===== src/design/sbtg_pkg.sv =====
// Package for the sine beep tone generator: widths, register indexes, beat structs
// and the constant quarter-wave sine function used to build the lookup table.
// No dependencies.
package sbtg_pkg;

   localparam int TAIL_FRAMES     = 256;
   localparam int SINE_INDEX_BITS = 10;
   localparam int PHASE_BITS      = 32;

   localparam int QBITS     = SINE_INDEX_BITS - 2;
   localparam int QN        = 1 << QBITS;
   localparam int TAIL_W    = $clog2(TAIL_FRAMES + 1);
   localparam int STEP_W    = 32;
   localparam int TONE_W    = 20;
   localparam int AMP_W     = 13;
   localparam int SAMPLE_W  = 14;
   localparam int SINE_W    = 15;
   localparam int PROD_W    = SINE_W + AMP_W;
   localparam int CSR_W     = 32;
   localparam int CSR_IDX_W = 2;

   localparam logic [AMP_W-1:0] AMP_RESET = 13'd6000;
   localparam longint Q30_ONE = 64'sd1073741824;

   typedef enum logic [CSR_IDX_W-1:0] {
      CSR_PHASE_STEP  = 2'd0,
      CSR_TONE_FRAMES = 2'd1,
      CSR_AMPLITUDE   = 2'd2
   } csr_index_type;

   typedef struct packed {
      logic [STEP_W-1:0] phase_step;
      logic [TONE_W-1:0] tone_frames;
      logic [AMP_W-1:0]  amplitude;
   } cfg_type;

   typedef struct packed {
      logic                       valid;
      logic [SINE_INDEX_BITS-1:0] index;
      logic                       tone_on;
      logic                       last;
   } tone_beat_type;

   // Quarter-wave sine in Q1.15 for offset q in 0..QN, evaluated at elaboration.
   function automatic int quarter_sine(input int q);
      longint z;
      longint z2;
      longint p;
      longint s;
      z  = (longint'(q) * Q30_ONE) / QN;
      z2 = (z * z) / Q30_ONE;
      p  = 172273;
      p  = -5026995 + (p * z2) / Q30_ONE;
      p  = 85569306 + (p * z2) / Q30_ONE;
      p  = -693598669 + (p * z2) / Q30_ONE;
      p  = 1686629713 + (p * z2) / Q30_ONE;
      s  = (z * p) / Q30_ONE;
      if (s < 0) s = 0;
      s = (s * 32767 + (Q30_ONE / 2)) / Q30_ONE;
      if (s > 32767) s = 32767;
      return int'(s);
   endfunction

endpackage


===== src/design/sine_beep_tone_generator.sv =====
// Top level of the sine beep tone generator: configuration registers, sequencer
// and shaper. Uses sbtg_pkg, sbtg_sequencer and sbtg_shaper.
//
//   Channel   Direction  Handshake            Beat
//   req_      in         req_valid/req_stall  start_req
//   rsp_      out        rsp_valid/rsp_stall  sample, tone_on, last
//   csr_      in         csr_wr_en            csr_index, csr_wdata
//
// One beat is accepted every cycle while req_stall is low; its result passes through the
// sequencer stage register and the shaper result register. The rate is set by the phase
// accumulator add in the sequencer stage. Reset is synchronous and clears the counters,
// phase and valid flags. A stalled result holds its stage; the input stalls only when both stages are full.
module sine_beep_tone_generator
   import sbtg_pkg::*;
(
   input  logic                       clock,
   input  logic                       reset,
   input  logic                       req_valid,
   output logic                       req_stall,
   input  logic                       req_start_req,
   output logic                       rsp_valid,
   input  logic                       rsp_stall,
   output logic signed [SAMPLE_W-1:0] rsp_sample,
   output logic                       rsp_tone_on,
   output logic                       rsp_last,
   input  logic                       csr_wr_en,
   input  logic [CSR_IDX_W-1:0]       csr_index,
   input  logic [CSR_W-1:0]           csr_wdata
);

   cfg_type       cfg_ff, cfg_in;
   tone_beat_type beat;
   logic          out_free;

   always_comb begin
      cfg_in = cfg_ff;
      if (csr_wr_en) begin
         unique case (csr_index_type'(csr_index))
            CSR_PHASE_STEP:  cfg_in.phase_step  = csr_wdata[STEP_W-1:0];
            CSR_TONE_FRAMES: cfg_in.tone_frames = csr_wdata[TONE_W-1:0];
            CSR_AMPLITUDE:   cfg_in.amplitude   = csr_wdata[AMP_W-1:0];
            default:         cfg_in = cfg_ff;
         endcase
      end
   end

   always_ff @(posedge clock) begin
      if (reset) begin
         cfg_ff.phase_step  <= '0;
         cfg_ff.tone_frames <= '0;
         cfg_ff.amplitude   <= AMP_RESET;
      end else begin
         cfg_ff <= cfg_in;
      end
   end

   sbtg_sequencer u_sequencer (
      .clock         (clock),
      .reset         (reset),
      .req_valid     (req_valid),
      .req_stall     (req_stall),
      .req_start_req (req_start_req),
      .cfg           (cfg_ff),
      .out_free      (out_free),
      .beat          (beat)
   );

   sbtg_shaper u_shaper (
      .clock       (clock),
      .reset       (reset),
      .beat        (beat),
      .amplitude   (cfg_ff.amplitude),
      .out_free    (out_free),
      .rsp_valid   (rsp_valid),
      .rsp_stall   (rsp_stall),
      .rsp_sample  (rsp_sample),
      .rsp_tone_on (rsp_tone_on),
      .rsp_last    (rsp_last)
   );

endmodule


===== src/design/sbtg_sequencer.sv =====
// Beep sequencer: phase accumulator, tone and tail counters, and the stage register
// that hands each beat's sine index and flags to the shaper. Uses sbtg_pkg.
module sbtg_sequencer
   import sbtg_pkg::*;
(
   input  logic          clock,
   input  logic          reset,
   input  logic          req_valid,
   output logic          req_stall,
   input  logic          req_start_req,
   input  cfg_type       cfg,
   input  logic          out_free,
   output tone_beat_type beat
);

   logic [PHASE_BITS-1:0] phase_ff, phase_in;
   logic [TONE_W-1:0]     tone_left_ff, tone_left_in;
   logic [TAIL_W-1:0]     tail_left_ff, tail_left_in;
   tone_beat_type         beat_ff, beat_in;

   logic                  accept;
   logic [PHASE_BITS-1:0] phase_cur;
   logic [TONE_W-1:0]     tone_cur;
   logic [TAIL_W-1:0]     tail_cur;

   assign req_stall = beat_ff.valid & ~out_free;
   assign accept    = req_valid & ~req_stall;
   assign beat      = beat_ff;

   always_comb begin
      phase_cur = req_start_req ? '0 : phase_ff;
      tone_cur  = req_start_req ? cfg.tone_frames : tone_left_ff;
      tail_cur  = req_start_req ? TAIL_W'(TAIL_FRAMES) : tail_left_ff;

      phase_in     = phase_ff;
      tone_left_in = tone_left_ff;
      tail_left_in = tail_left_ff;
      beat_in      = beat_ff;
      if (out_free) begin
         beat_in.valid = 1'b0;
      end

      if (accept) begin
         phase_in      = phase_cur;
         tone_left_in  = tone_cur;
         tail_left_in  = tail_cur;
         beat_in.valid   = 1'b1;
         beat_in.index   = phase_cur[PHASE_BITS-1 -: SINE_INDEX_BITS];
         beat_in.tone_on = 1'b0;
         beat_in.last    = 1'b0;
         if (tone_cur != '0) begin
            beat_in.tone_on = 1'b1;
            phase_in        = phase_cur + cfg.phase_step[PHASE_BITS-1:0];
            tone_left_in    = tone_cur - TONE_W'(1);
         end else if (tail_cur != '0) begin
            beat_in.last = (tail_cur == TAIL_W'(1));
            tail_left_in = tail_cur - TAIL_W'(1);
         end
      end
   end

   always_ff @(posedge clock) begin
      if (reset) begin
         phase_ff      <= '0;
         tone_left_ff  <= '0;
         tail_left_ff  <= '0;
         beat_ff.valid <= 1'b0;
      end else begin
         phase_ff      <= phase_in;
         tone_left_ff  <= tone_left_in;
         tail_left_ff  <= tail_left_in;
         beat_ff.valid <= beat_in.valid;
      end
      beat_ff.index   <= beat_in.index;
      beat_ff.tone_on <= beat_in.tone_on;
      beat_ff.last    <= beat_in.last;
   end

endmodule


===== src/design/sbtg_shaper.sv =====
// Sample shaper: quarter-wave sine lookup, amplitude scaling with truncation toward
// zero, and the result register that drives the rsp_ channel. Uses sbtg_pkg.
module sbtg_shaper
   import sbtg_pkg::*;
(
   input  logic                       clock,
   input  logic                       reset,
   input  tone_beat_type              beat,
   input  logic [AMP_W-1:0]           amplitude,
   output logic                       out_free,
   output logic                       rsp_valid,
   input  logic                       rsp_stall,
   output logic signed [SAMPLE_W-1:0] rsp_sample,
   output logic                       rsp_tone_on,
   output logic                       rsp_last
);

   localparam logic [SINE_W-1:0] SINE_PEAK = SINE_W'(quarter_sine(QN));

   logic [SINE_W-1:0] sine_rom [QN];

   for (genvar gi = 0; gi < QN; gi++) begin : g_rom
      assign sine_rom[gi] = SINE_W'(quarter_sine(gi));
   end

   logic                       rsp_valid_ff, rsp_valid_in;
   logic signed [SAMPLE_W-1:0] sample_ff, sample_in;
   logic                       tone_on_ff;
   logic                       last_ff;

   logic                       load;
   logic [1:0]                 quad;
   logic [QBITS-1:0]           offset;
   logic [QBITS-1:0]           rom_index;
   logic [SINE_W-1:0]          magnitude;
   logic [PROD_W-1:0]          product;
   logic [SAMPLE_W-1:0]        scaled;

   assign out_free = ~rsp_valid_ff | ~rsp_stall;
   assign load     = beat.valid & out_free;

   always_comb begin
      quad      = beat.index[SINE_INDEX_BITS-1 -: 2];
      offset    = beat.index[QBITS-1:0];
      rom_index = quad[0] ? (~offset) + QBITS'(1) : offset;
      if (quad[0] && (offset == '0)) begin
         magnitude = SINE_PEAK;
      end else begin
         magnitude = sine_rom[rom_index];
      end
      product = PROD_W'(magnitude) * PROD_W'(amplitude);
      scaled  = {1'b0, product[PROD_W-1 -: AMP_W]};
      if (!beat.tone_on) begin
         sample_in = '0;
      end else if (quad[1]) begin
         sample_in = -$signed(scaled);
      end else begin
         sample_in = $signed(scaled);
      end
      rsp_valid_in = load | (rsp_valid_ff & rsp_stall);
   end

   always_ff @(posedge clock) begin
      if (reset) begin
         rsp_valid_ff <= 1'b0;
      end else begin
         rsp_valid_ff <= rsp_valid_in;
      end
      if (load) begin
         sample_ff  <= sample_in;
         tone_on_ff <= beat.tone_on;
         last_ff    <= beat.last;
      end
   end

   assign rsp_valid   = rsp_valid_ff;
   assign rsp_sample  = sample_ff;
   assign rsp_tone_on = tone_on_ff;
   assign rsp_last    = last_ff;

endmodule


===== config.mk =====
export PLATFORM = sky130hd
export DESIGN_NAME = sine_beep_tone_generator
export DESIGN_NICKNAME = d
export VERILOG_FILES = /design/src/design/sbtg_pkg.sv /design/src/design/sine_beep_tone_generator.sv /design/src/design/sbtg_sequencer.sv /design/src/design/sbtg_shaper.sv
export SDC_FILE = /design/constraint.sdc
export NUM_CORES = 1
export LEC_CHECK = 0
export ABC_AREA = 1
export CAP_MARGIN = 5
export CORE_MARGIN = 10
export CORE_UTILIZATION = 45
export CTS_BUF_LIST = sky130_fd_sc_hd__clkbuf_16
export DETAILED_ROUTE_END_ITERATION = 10
export DONT_BUFFER_PORTS = 1
export GPL_TIMING_DRIVEN = 1
export PLACE_DENSITY = 0.64
export SKIP_CTS_REPAIR_TIMING = 1
export SYNTH_ARGS = -nofsm -noshare
export SYNTH_HDL_FRONTEND = slang
export SYNTH_SLANG_ARGS = --single-unit

===== constraint.sdc =====
create_clock -name clock -period 11.45 [get_ports clock]
set_input_delay 1.145 -clock clock [delete_from_list [all_inputs] [get_ports clock]]
set_output_delay 1.145 -clock clock [all_outputs]
set_load 0.05 [all_outputs]

# Word level (Yosys, flattened, before mapping)
# Memory sizes are Yosys's and may differ from the RTL's.
# Index checks and enable logic that the tools add are counted.
# word_totals
wordCells	67
output_inout_bits	18
register_bits	156
inputBits	40
rom_bits	3840
memories	1
# memory_table
name	words	width	read_ports	rd_ports_with_merged_regs	write_ports	line_no	text
(no name shown)	256	15	1	0	0	sbtg_shaper.sv:49	magnitude = sine_rom[rom_index];
# classes
addsub	5
eq_ne	3
n_mux	17
order_cmp	1
mul	1
n_reduce_logical	11
n_bitwise	13
# ops
op	n
$mux 32	2
$mux 15	3
$mux 20	2
$add 32x32->32	1
$mul 15x13->28	1
$mux 9	3
$mux 13	2
$reduce_bool 20->1	1
$sub 20x1->20 const B	1
$neg 13->14	1
$eq 9x1->1 const B	1
$ge 9x9->1 const B	1
$not 8->9	1
$reduce_bool 9->1	1
$sub 9x1->9 const B	1
$add 8x1->8 const B	1
$logic_not 8->1	1
$mux 8	1
$not 8->8	1
$reduce_and 2->1	4
$not 1->1	5
$and 1x1->1	4
$mux 1	4
$eq 2x1->1 const B	1
other kinds (6)	7

# Depth between registers and ports, before layout
# logic_depth
ltp_word	11
ltp_mapped	49
depth_no_buf	47

# Cells and area by module
# From an unflattened synthesis, not the netlist that was laid out.
# hier_totals
cells_unflattened	3291
hier_area_um2	20683.6
# by_module_without_submodules
module	cells_each	seq_area_each_um2	n_inst	area_per_inst_um2
sbtg_shaper	1734	500.5	1	11205.7
sbtg_sequencer	1148	1601.5	1	6732.7
sine_beep_tone_generator	409	1301.2	1	2745.1

# Worst setup path after synthesis
# OpenSTA, ideal clock, no wires.
# synth_path
path_type	reg-to-reg
startpoint	register u_sequencer.beat_ff, in the netlist u_sequencer.beat[2]
endpoint	register u_shaper.sample_ff[12] (netlist: u_shaper.rsp_sample[12]), data pin
required_time_ns	11.197
t_arrival_ns	7.871
setup_ns	0.253
synth_period_minus_slack_ns	8.123
n_path_buf	5
stages_incl_launch_ff	39
setup_slack_ns	3.327
path_cell_list	edfxtp_1 > inv_2 > nand2_2 > nand2_2 > nand2_4 > nand2_4 > buf_2 > buf_2 > buf_1 > buf_1 > ha_1 > nand2_1 > a22oi_1 > o21ai_0 > a21oi_1 > o21ai_0 > clkbuf_1 > nand2_1 > (+3 left out) > fa_1 > fa_1 > inv_1 > fa_1 > inv_1 > ha_1 > nand2_1 > o21ai_0 > inv_1 > nor2_1 > a2111oi_0 > o21ai_1 > xnor2_1 > nand3_1 > o21ai_2 > nand3_1 > nor2_1 > nor2_1
# synth_between
elab_chain_len	11
word_cells_on_any_way	13
cone_classes	2 x add/sub; 1 x mul; 5 x mux; 2 x bitwise; 2 x reduce/logical; 1 x memory
# synth_lines
element	line_no	text
start: declaration	sbtg_sequencer.sv:19	tone_beat_type beat_ff, beat_in;
$not 8->8	sbtg_shaper.sv:45	rom_index = quad[0] ? (~offset) + QBITS'(1) : offset;
$add 8x1->8	sbtg_shaper.sv:45	
$mux 8	sbtg_shaper.sv:45	
$not 8->9 (implied by the code)	sbtg_shaper.sv:49	
$mem_v2 256x15	--	
$mux 15 (implied by the code) (2 in a row)	sbtg_shaper.sv:49	
$mux 15 (*)	sbtg_shaper.sv:46	if (quad[0] && (offset == '0)) begin
$mul 15x13->28 (*)	sbtg_shaper.sv:51	product = PROD_W'(magnitude) * PROD_W'(amplitude);
$neg 13->14	sbtg_shaper.sv:56	sample_in = -$signed(scaled);
$mux 13 (*)	sbtg_shaper.sv:55	end else if (quad[1]) begin
end signal: assignment	sbtg_shaper.sv:70	sample_ff <= sample_in;
end: declaration	sbtg_shaper.sv:27	logic signed [SAMPLE_W-1:0] sample_ff, sample_in;
# Mark *: on every way between the ends. The rest lies on a longest branch, timed or not. The select of a mux whose other input is x is not followed.
# A chain may end at the register's enable or synchronous reset.

# Final worst setup path
# layout_path
startpoint	register u_sequencer.beat_ff, in the netlist u_sequencer.beat[2]
endpoint	register u_shaper.sample_ff[10] (netlist: u_shaper.rsp_sample[10]), data pin
# Same word-level chain as after synthesis.

==> reports/summary.md <==
The tools report the number of placement rows as 74. Average detailed-routed wire length per instance: 20.7 µm. In the final layout, the share of cells above drive strength 1 is 4.54%.

Once detailed placement completed, the half-perimeter wirelength came to 51.9 mm. STA classifies the critical path endpoint as a flop. In the final routing, the length of wire on met1 measures 29.1 mm. For hold timing, the worst endpoint is u_shaper.rsp_last. The number of DRC violations after detailed-routing iteration 0 was 1899. The biggest area contributor in the post-synthesis netlist is sky130_fd_sc_hd__fa_1.

After Yosys synthesis, XOR and XNOR cells account for 1.64% of the synthesized area. The longest individual stage delay on the worst path is 0.85 ns, and the floorplan die height is 224 µm. Number of diodes: 0.

For this run, the top clock speed supported by timing is 97.8 MHz. At the pin with the least slew margin, the transition time is 1.10 ns. The H-tree was split into 4 levels.

In this run, CTS created clock tree buffers numbering 17. The post-synthesis simple-gate area fraction is 27.0%, and the final weighted congestion in routability-driven placement is 1.05. Via-per-instance ratio: 5.77. Synthesis produced a netlist whose cell count is 2810. The tools report the launch point of the worst path as u_sequencer.beat[2]. After the last flow step, the layout net total stands at 3049. The logs give 0 for the hold violation total from the final report and 19000 for the number of global-route vias before repair. Setup violations remaining at the end of the flow were counted as 0.

The first global-routing pass estimated 108 mm of wire. The worst slew margin relative to its limit is 26.4%. The endpoint identified for the worst register-to-register timing path is u_shaper.rsp_sample[10]. The most used standard cell by instance count after synthesis is sky130_fd_sc_hd__nand2_1.

For this run, the leading register cell type out of synthesis is sky130_fd_sc_hd__dfxtp_1. The logs give 0 ns for the final sum of negative setup slack and 0 for the number of maximum-capacitance violations. Count of pins on the block boundary: 58.

In the synthesized netlist, the cells that appear most often are sky130_fd_sc_hd__nand2_1, sky130_fd_sc_hd__inv_1, sky130_fd_sc_hd__nor2_1. The critical path class was flop to flop. Clock-pin slew was measured on the worst setup and hold paths at 0.07 ns. The number of antenna violations at the first check in global routing was 1.

Counting stages on the worst path, the most repeated cell is sky130_fd_sc_hd__inv_1. Starting utilization of the core area: 45.6%. The reg-to-reg critical path startpoint is u_sequencer.beat[2]. Detailed routing placed a total of 6.51 mm of wire on met3. In this run the tool buffered the top-level ports with 0 buffer cells. The cell area that synthesis handed to floorplanning was 0.0187 mm². The slowest stage of the critical path belongs to the cell sky130_fd_sc_hd__o311ai_0. For the worst-skew pair, the clock arrives at the later sink with an insertion delay of 0.44 ns. The worst hold path was traced through 0 stages. In this run the clock root is driven by a sky130_fd_sc_hd__clkbuf_16. TritonCTS built the clock tree.

For the worst flop-to-flop path, the logic depth is 39. The synthesis-to-finish area growth came out at 4.92%. The post-route DRC violation count was 0.

In this run the worst hold path is classified as flop to flop. The number of vias after detailed routing was 19000; the final max-slew violation count was 0. For this run, the total global-route usage over all layers was measured as 27.3%. After synthesis, the cell types taking the most area are sky130_fd_sc_hd__fa_1, sky130_fd_sc_hd__dfxtp_1, sky130_fd_sc_hd__nand2_1.

The tools report the area of the die as 0.0501 mm². After global routing the overflow that remains totals 0. For this run, the number of Yosys warnings is 0. For this run, the detailed router's first-pass iteration total came to 7.

In this run the most critical hold path is launched from u_sequencer.beat[0]. After synthesis, the share of flip-flops with an asynchronous set or reset is 0%. Measured against the total synthesized area, the mux share comes to 0%. The detail route stage leaves a number of antenna-violating nets equal to 0. The required arrival time at the worst endpoint was 11.65 ns. The overall die width works out to 224 µm. Wire length on met2: 30.0 mm. Setup repair after global routing left no endpoint under its margin. The synthesized netlist contains 64 unique library cells. The setup clock skew after layout was 0.00869 ns; the pin count of the biggest net entering global routing was 91.

The ratio of final minimum period to clock period is 89.3%, and the critical path arrival is 10.43 ns. After synthesis, the largest area contributor takes up 15.3% of total cell area. For this block, the routed nets add up to 68.2 mm of wire. The tools report the kind of launch point of the worst setup path as a flop. The clock passes through at most 2 buffers. The run finished with clean final reports.

Along the worst path, the maximum fanout reaches 13. The synthesized design contains 156 register bits. When the netlist entered floorplanning its net count stood at 3118. The run gives 156 as the number of sinks driven by the clock tree. The share of the Yosys chip area taken by registers is 18.2%. The clock period minus worst slack was 10.23 ns; the post-synthesis area per instance was 6.66 µm².

The region available for standard cell placement spans 0.0410 mm². The highest metal layer with signal wires was met5. The number of enable flip-flop cells after synthesis is 28.

The compound-gate portion of the synthesized area was 17.6%. Main combinational cell family by area after synthesis: simple AND/OR/NAND/NOR gates. The setup slack on the worst flop-to-flop path is 1.22 ns. The adder-cell area share of the yosys netlist works out to 23.7%.
-- worst max path at each step --
stage | to | slack, ns | depth (start not counted)
2_1_floorplan | u_shaper.rsp_sample[12] | 3.33 | 38
3_3_place_gp | u_shaper.rsp_sample[10] | 1.61 | 39
3_5_place_dp | u_shaper.rsp_sample[10] | 1.56 | 39
4_1_cts | u_shaper.rsp_sample[10] | 1.53 | 39
5_1_grt | u_shaper.rsp_sample[10] | 0.70 | 39
6_report | u_shaper.rsp_sample[10] | 1.22 | 39
-- layout make-up --
type,count,area (µm²)
multi-input cells,2079,13100
clock inverters,14,116
repair buffers,24,180
flip-flops and latches,156,3400
clock buffers,18,450
fillers,4259,21400
well taps,532,666
inverters,463,1740
-- critical path: cells and delay by family (launching register included) --
family	cells	cell delay, ns
xor gates and xnor gates	1	0.33
AOI/OAI and AO/OA	7	2.24
adders and majority gates	8	3.29
buffers and inverters	9	1.28
and+or+nand+nor	14	2.11
DFF	1	0.71
-- sequential cells by signal, summed over array words and instances, names as in the netlist --
| register | cells |
|---|---|
| u_shaper.rsp_valid | 1 |
| u_sequencer.phase_ff | 32 |
| u_shaper.rsp_sample | 14 |
| u_sequencer.tone_left_ff | 20 |
| u_shaper.rsp_last | 1 |
| u_shaper.rsp_tone_on | 1 |
| u_sequencer.beat | 13 |
| u_sequencer.tail_left_ff | 9 |
| cfg_ff | 65 |
-- per-layer routing --
layer,vias to the layer above,global-route usage (%)
met4,2,10.9
met2,833,42.5
met1,9059,36.0
met3,166,6.58
li1,8915,-
met5,-,0
-- metrics by stage --
step                      area, µm²  setup slack (ns)  hold WS [ns]  utilization, %  std cells
after floorplan               18700              3.33         0.400               -       2810
after global placement        19100              1.61         0.412            46.5       3254
after detailed placement      19100              1.56         0.408            46.5       3254
after CTS                     19600              1.53         0.434            47.9       3286
after global routing          19600             0.702         0.450            47.9       3286
final                         19600              1.22         0.431            47.9       3286
-- layout by cell type, fill, tap and decap left out, types with 10 or more instances in the layout --
cell type and count:
sky130_fd_sc_hd__a21oi_1 206, sky130_fd_sc_hd__ha_1 125, sky130_fd_sc_hd__a31oi_1 16, sky130_fd_sc_hd__nor3_1 30, sky130_fd_sc_hd__o21ai_0 219, sky130_fd_sc_hd__xnor2_1 10
sky130_fd_sc_hd__xor2_1 25, sky130_fd_sc_hd__buf_4 24, sky130_fd_sc_hd__nand3b_1 10, sky130_fd_sc_hd__nand3_1 147, sky130_fd_sc_hd__nand4_1 19, sky130_fd_sc_hd__dfxtp_1 128
sky130_fd_sc_hd__o211ai_1 31, sky130_fd_sc_hd__nor2_1 310, sky130_fd_sc_hd__edfxtp_1 28, sky130_fd_sc_hd__clkbuf_16 18, sky130_fd_sc_hd__o2111ai_1 12, sky130_fd_sc_hd__nand2_1 625
sky130_fd_sc_hd__inv_2 12, sky130_fd_sc_hd__fa_1 143, sky130_fd_sc_hd__nor2_2 10, sky130_fd_sc_hd__nand2_2 19, sky130_fd_sc_hd__o22ai_1 14, sky130_fd_sc_hd__inv_1 443
-- cells by family (layout without fill, tap and decap cells) --
group	count (synthesis)	after routing
buffers and inverters	575	519
DFF	156	156
AOI/OAI and AO/OA	575	575
xor gates and xnor gates	35	35
adders and majority gates	268	268
and+or+nand+nor	1201	1201
Power is not shown: default switching activity piles up to over one toggle a cycle in this logic, so the estimate is an artifact.
